[config.mk]
export PLATFORM = sky130hd
export DESIGN_NAME = bfca_ram
export DESIGN_NICKNAME = d
export VERILOG_FILES = /design/src/hdl/bfca_ram.sv
export SDC_FILE = /design/constraint.sdc
export NUM_CORES = 2
export LEC_CHECK = 0
export BUFFER_PORTS_ARGS = -buffer_cell sky130_fd_sc_hd__buf_4
export CAP_MARGIN = 20
export CORE_MARGIN = 5
export CORE_UTILIZATION = 30
export CTS_CLUSTER_DIAMETER = 80
export DETAILED_ROUTE_END_ITERATION = 6
export MAX_ROUTING_LAYER = met4
export PLACE_DENSITY_LB_ADDON = 0.12
export SLEW_MARGIN = 20
export SYNTH_ARGS = -nofsm -noshare
export SYNTH_HDL_FRONTEND = slang
export SYNTH_SLANG_ARGS = --single-unit
[constraint.sdc]
create_clock -name clk_i -period 7.6 [get_ports clk_i]
set_clock_uncertainty 0.05 [all_clocks]
set_input_delay 1.52 -clock clk_i [delete_from_list [all_inputs] [get_ports clk_i]]
set_output_delay 1.52 -clock clk_i [all_outputs]
set_load 0.005 [all_outputs]
[src/hdl/bfca_ram.sv]
// ----------------------------------------------------------------------------
// bfca_ram
// Simple dual-port RAM, one write and one read port, registered read data.
// ----------------------------------------------------------------------------
`timescale 1ns / 1ps
`default_nettype none

module bfca_ram #(
  parameter int unsigned Width = 8,
  parameter int unsigned Depth = 256
) (
  input  wire logic                     clk_i,
  input  wire logic                     we_i,
  input  wire logic [$clog2(Depth)-1:0] waddr_i,
  input  wire logic [Width-1:0]         wdata_i,
  input  wire logic [$clog2(Depth)-1:0] raddr_i,
  output logic      [Width-1:0]         rdata_o
);

  logic [Width-1:0] mem_q [Depth];

  always_ff @(posedge clk_i) begin
    if (we_i) begin
      mem_q[waddr_i] <= wdata_i;
    end
    rdata_o <= mem_q[raddr_i];
  end

endmodule

`default_nettype wire

Word level (Yosys, flattened, before mapping)
Memory sizes are Yosys's and may differ from the RTL's. A register that Yosys moved wholly into a read port is not among the register bits.
Cells that the tools add are included.
{"block": "totals", "ff_bits": 0, "ramBits": 2048, "input_bits": 26, "output_inout_bits": 8, "wordCells": 3, "n_memories": 1}
{"memory": "mem_q", "words": 256, "width": 8, "rd": 1, "rd_ports_with_merged_regs": 1, "write_ports": 1, "line": "20", "rtl": "logic [Width-1:0] mem_q [Depth];"}
{"block": "classes", "n_mux": 2}
{"operator": "1-bit 2-to-1 mux", "count": 2}

Longest topological paths before layout
{"block": "logic_depth", "word_depth": 2, "depth_mapped": 11, "depth_no_buf": 6}

Least setup slack after synthesis
Ideal clock, no wire load.
{"block": "synth_path", "path_kind": "input port to flip-flop", "from": "in raddr_i[0]", "to": "reg rdata_o[2], read port of mem_q", "setup_ns": 0.131, "t_arrival_ns": 3.327, "required_time_ns": 7.419, "path_slack_ns": 4.092, "path_stages": 9, "n_path_buf": 4, "path_cell_list": "buf_6 -> buf_12 -> buf_8 -> buf_2 -> mux4_2 -> a22oi_1 -> a21oi_1 -> nor4_1 -> nor4_2"}
{"item": "start: declaration", "line": "16", "rtl": "input wire logic [$clog2(Depth)-1:0] raddr_i,"}
{"item": "end: declaration", "line": "17", "rtl": "output logic [Width-1:0] rdata_o"}

==> qor.txt <==
Status: completed
Initial core utilization: 0.3006
CTS tree: built
Pre-antenna DRT Iters: 6
Lkg Pwr: 27.51 nW
Gate count of the mapped netlist: 3,733
Total power: 24.43 mW
Storage cell area: 0.06166 sq mm
Worst skew pair latency: 0.87 ns
Leading register cell type out of synthesis: edfxtp_1
Synthesized area: 0.07956 sq mm
PostCTS Resize Cnt: 0
Final core occ: 0.3447
Slew Viols, Final: 0
Tcrit/Tclk final: 0.5806
Vias: 38,224
Fmax: 0.2266 GHz
Via-per-instance ratio: 5.043
Crit path arrival time: 5.09 ns
Final Non-Filler Cells: 7,580
Crit. End Element: flop
Avg Cell Area, Syn: 21.31 sq um
Largest net degree at the start of global routing: 189
CTS Hold Bufs: 0
Total grt overflow: 0
R2R depth: 6
Core Box Area: 0.2646 sq mm
Hold slack final: 0.9955 ns
Hpwl dp: 139,300 microns
Final ANT Viol Nets: 0
RSZ-0062 raised after global routing: no
Pwr Density: 267.8 mW/mm^2
Die area: 0.2756 sq mm
Post-synthesis async set-or-reset flop share: 0
Clock sink count: 2,056
Total wire length: 233,300 microns
First-pass GRT wire length: 327,000 microns
Peak supply drop: 197.6 uV
H-tree levels: 4
Startpoint types: input pin
Crit path max fanout: 53
Syn nets: 3,759
Row cnt: 189
Overall Global Routing Usage: 0.1709
Max clock buf depth: 3
Root Buffer: clkbuf_16
Fin. Hold Viols: 0
DRT iter0 DRCs: 3,567
Placed instance count: 7,162
Multi-input gate area: 0.01664 sq mm
Num CTS Buffers: 224
Die X: 525.0 microns
Initial antenna violation count: 14
I/O Buffers: 33
Syn-to-layout area delta: 14.65%
# Post-CTS Setup Buffers: 0
WL/cell: 30.78 microns
Number of global-route vias before repair: 39,673
Rel. slew slack: 0.2102
Final setup fails: 0
Worst hold path class: reg2reg
Clock Pin Slew Worst Setup and Hold Paths: 0.06 ns
Number of synthesized flops with an enable pin: 2,048
Register area share after synthesis: 0.7750
Hold Path Depth: 5
Worst-Margin Slew: 1.185 ns
Fin nets: 3,881
RePlAce Congestion: 0.7517
Data required, critical path: 8.28 ns
YS warnings: 0
#FFs+latches synth: 2,056
IO Pins: 34
WS Path Type: in2reg
Max-cap violations: 0
Layout cells sized above 1: 0.2308
Setup TNS: 0 ns
Die span in y: 525.0 microns
Remaining DRCs: 0
Final worst path period need: 4.412 ns
Layout fillers: 24,556
Library cells used by synthesis: 55
routing by layer:
metal	GRT usage	vias up	share of wire	wire [microns]
met4	0.03465	0	0.019	4432
met5	-	-	0	0
met2	0.2654	1024	0.47	110400
met1	0.2406	20927	0.46	108100
li1	-	15981	-	-
met3	0.02583	292	0.045	10480
Yosys cell counts (5+ instances only):
library cell / n / area (sq um)
nor2b_1: 31 / 193.9
dfxtp_1: 8 / 160.2
nand2b_1: 8 / 50.05
buf_1: 22 / 82.58
nand4_1: 10 / 62.56
o22ai_1: 28 / 175.2
o211ai_1: 10 / 75.07
a221oi_1: 13 / 113.9
a21oi_1: 96 / 480.5
a211oi_1: 16 / 120.1
nand2_1: 33 / 123.9
o21ai_0: 10 / 50.05
nand3_1: 34 / 170.2
mux4_2: 454 / 10220
buf_6: 21 / 236.5
and2_1: 6 / 37.54
nor2_1: 282 / 1059
clkbuf_1: 111 / 416.7
edfxtp_1: 2048 / 61500
buf_8: 13 / 195.2
a22o_1: 8 / 70.07
buf_4: 27 / 202.7
o22a_1: 5 / 43.79
buf_12: 8 / 160.2
a22oi_1: 133 / 998.5
nor4_1: 24 / 150.1
buf_2: 31 / 155.2
mux2i_1: 134 / 1341
nor3_1: 22 / 110.1
o221ai_1: 46 / 402.9
power by group:
part           internal, mW  leakage [nW]  switching [mW]  total [mW]
Combinational         0.384          5.56           0.805        1.19
Clock                  6.14          3.48            4.56        10.7
Sequential             12.5          18.5          0.0293        12.5
placed cells by master (no fill, tap or decap), types with 5 or more instances in the layout:
master,instances
a22oi_1,133
clkinv_8,5
clkinvlp_4,5
buf_8,10
a211oi_1,16
nor4_1,12
a21oi_1,96
o21ai_0,10
o22ai_1,28
clkbuf_16,226
o221ai_1,46
inv_6,5
nand2b_1,8
nor2_1,277
o22a_1,5
nand2_1,33
mux4_2,454
mux2i_1,134
a221oi_1,13
nand3_1,24
nor4_2,15
nor3_1,21
bufinv_16,19
buf_12,20
a22o_1,8
edfxtp_1,2048
buf_4,99
nand3_2,9
clkinv_1,54
clkinv_2,32
dfxtp_1,8
o211ai_1,10
clkbuf_1,58
nand4_1,10
nor2b_1,28
worst max-delay path: stages:
cell	delay [ns]
buf_8	0.54
buf_12	0.45
mux4_2	0.61
a22oi_1	0.50
a21oi_1	0.31
nor4_2	0.64
buf_4	0.26
nor4_1	0.05
state kept, by name, summed over array words and instances, names as in the netlist:
register / cells
mem_q: 2048
rdata_o: 8
stage by stage:
stage	worst slack, ns	area [sq um]
6_report	3.188	91210
5_1_grt	3.126	91200
4_1_cts	3.125	91190
3_5_place_dp	2.178	84010
3_3_place_gp	1.662	83910
2_1_floorplan	4.092	79560
path summary, 6_finish.rpt:
check / start / end / slack (ns)
max reg2reg: mem_q[144][3]$_DFFE_PP_ / rdata_o[3]$_DFF_P_ / 4.79
min: mem_q[41][6]$_DFFE_PP_ / rdata_o[6]$_DFF_P_ / 1.0
max: raddr_i[0] / rdata_o[3]$_DFF_P_ / 3.19
min reg2reg: mem_q[41][6]$_DFFE_PP_ / rdata_o[6]$_DFF_P_ / 1.0
cells by family after synthesis:
group / count (synthesis) / synth area share
and+or+nand+nor: 466 / 0.02628
muxes: 591 / 0.1462
buffers and inverters: 235 / 0.01831
AOI/OAI and AO/OA: 385 / 0.03419
DFF: 2056 / 0.7750
layout make-up:
class | instances | area share
clock buffer | 288 | 0.06500
antenna | 4 | 0.0001097
timing repair buffer | 129 | 0.01418
tap | 3533 | 0.04847
sequential | 2056 | 0.6760
multi-input combinational | 1442 | 0.1824
clock inverter | 126 | 0.01373
inverter | 2 | 0.00008231
(Power assumes the default switching activity.)
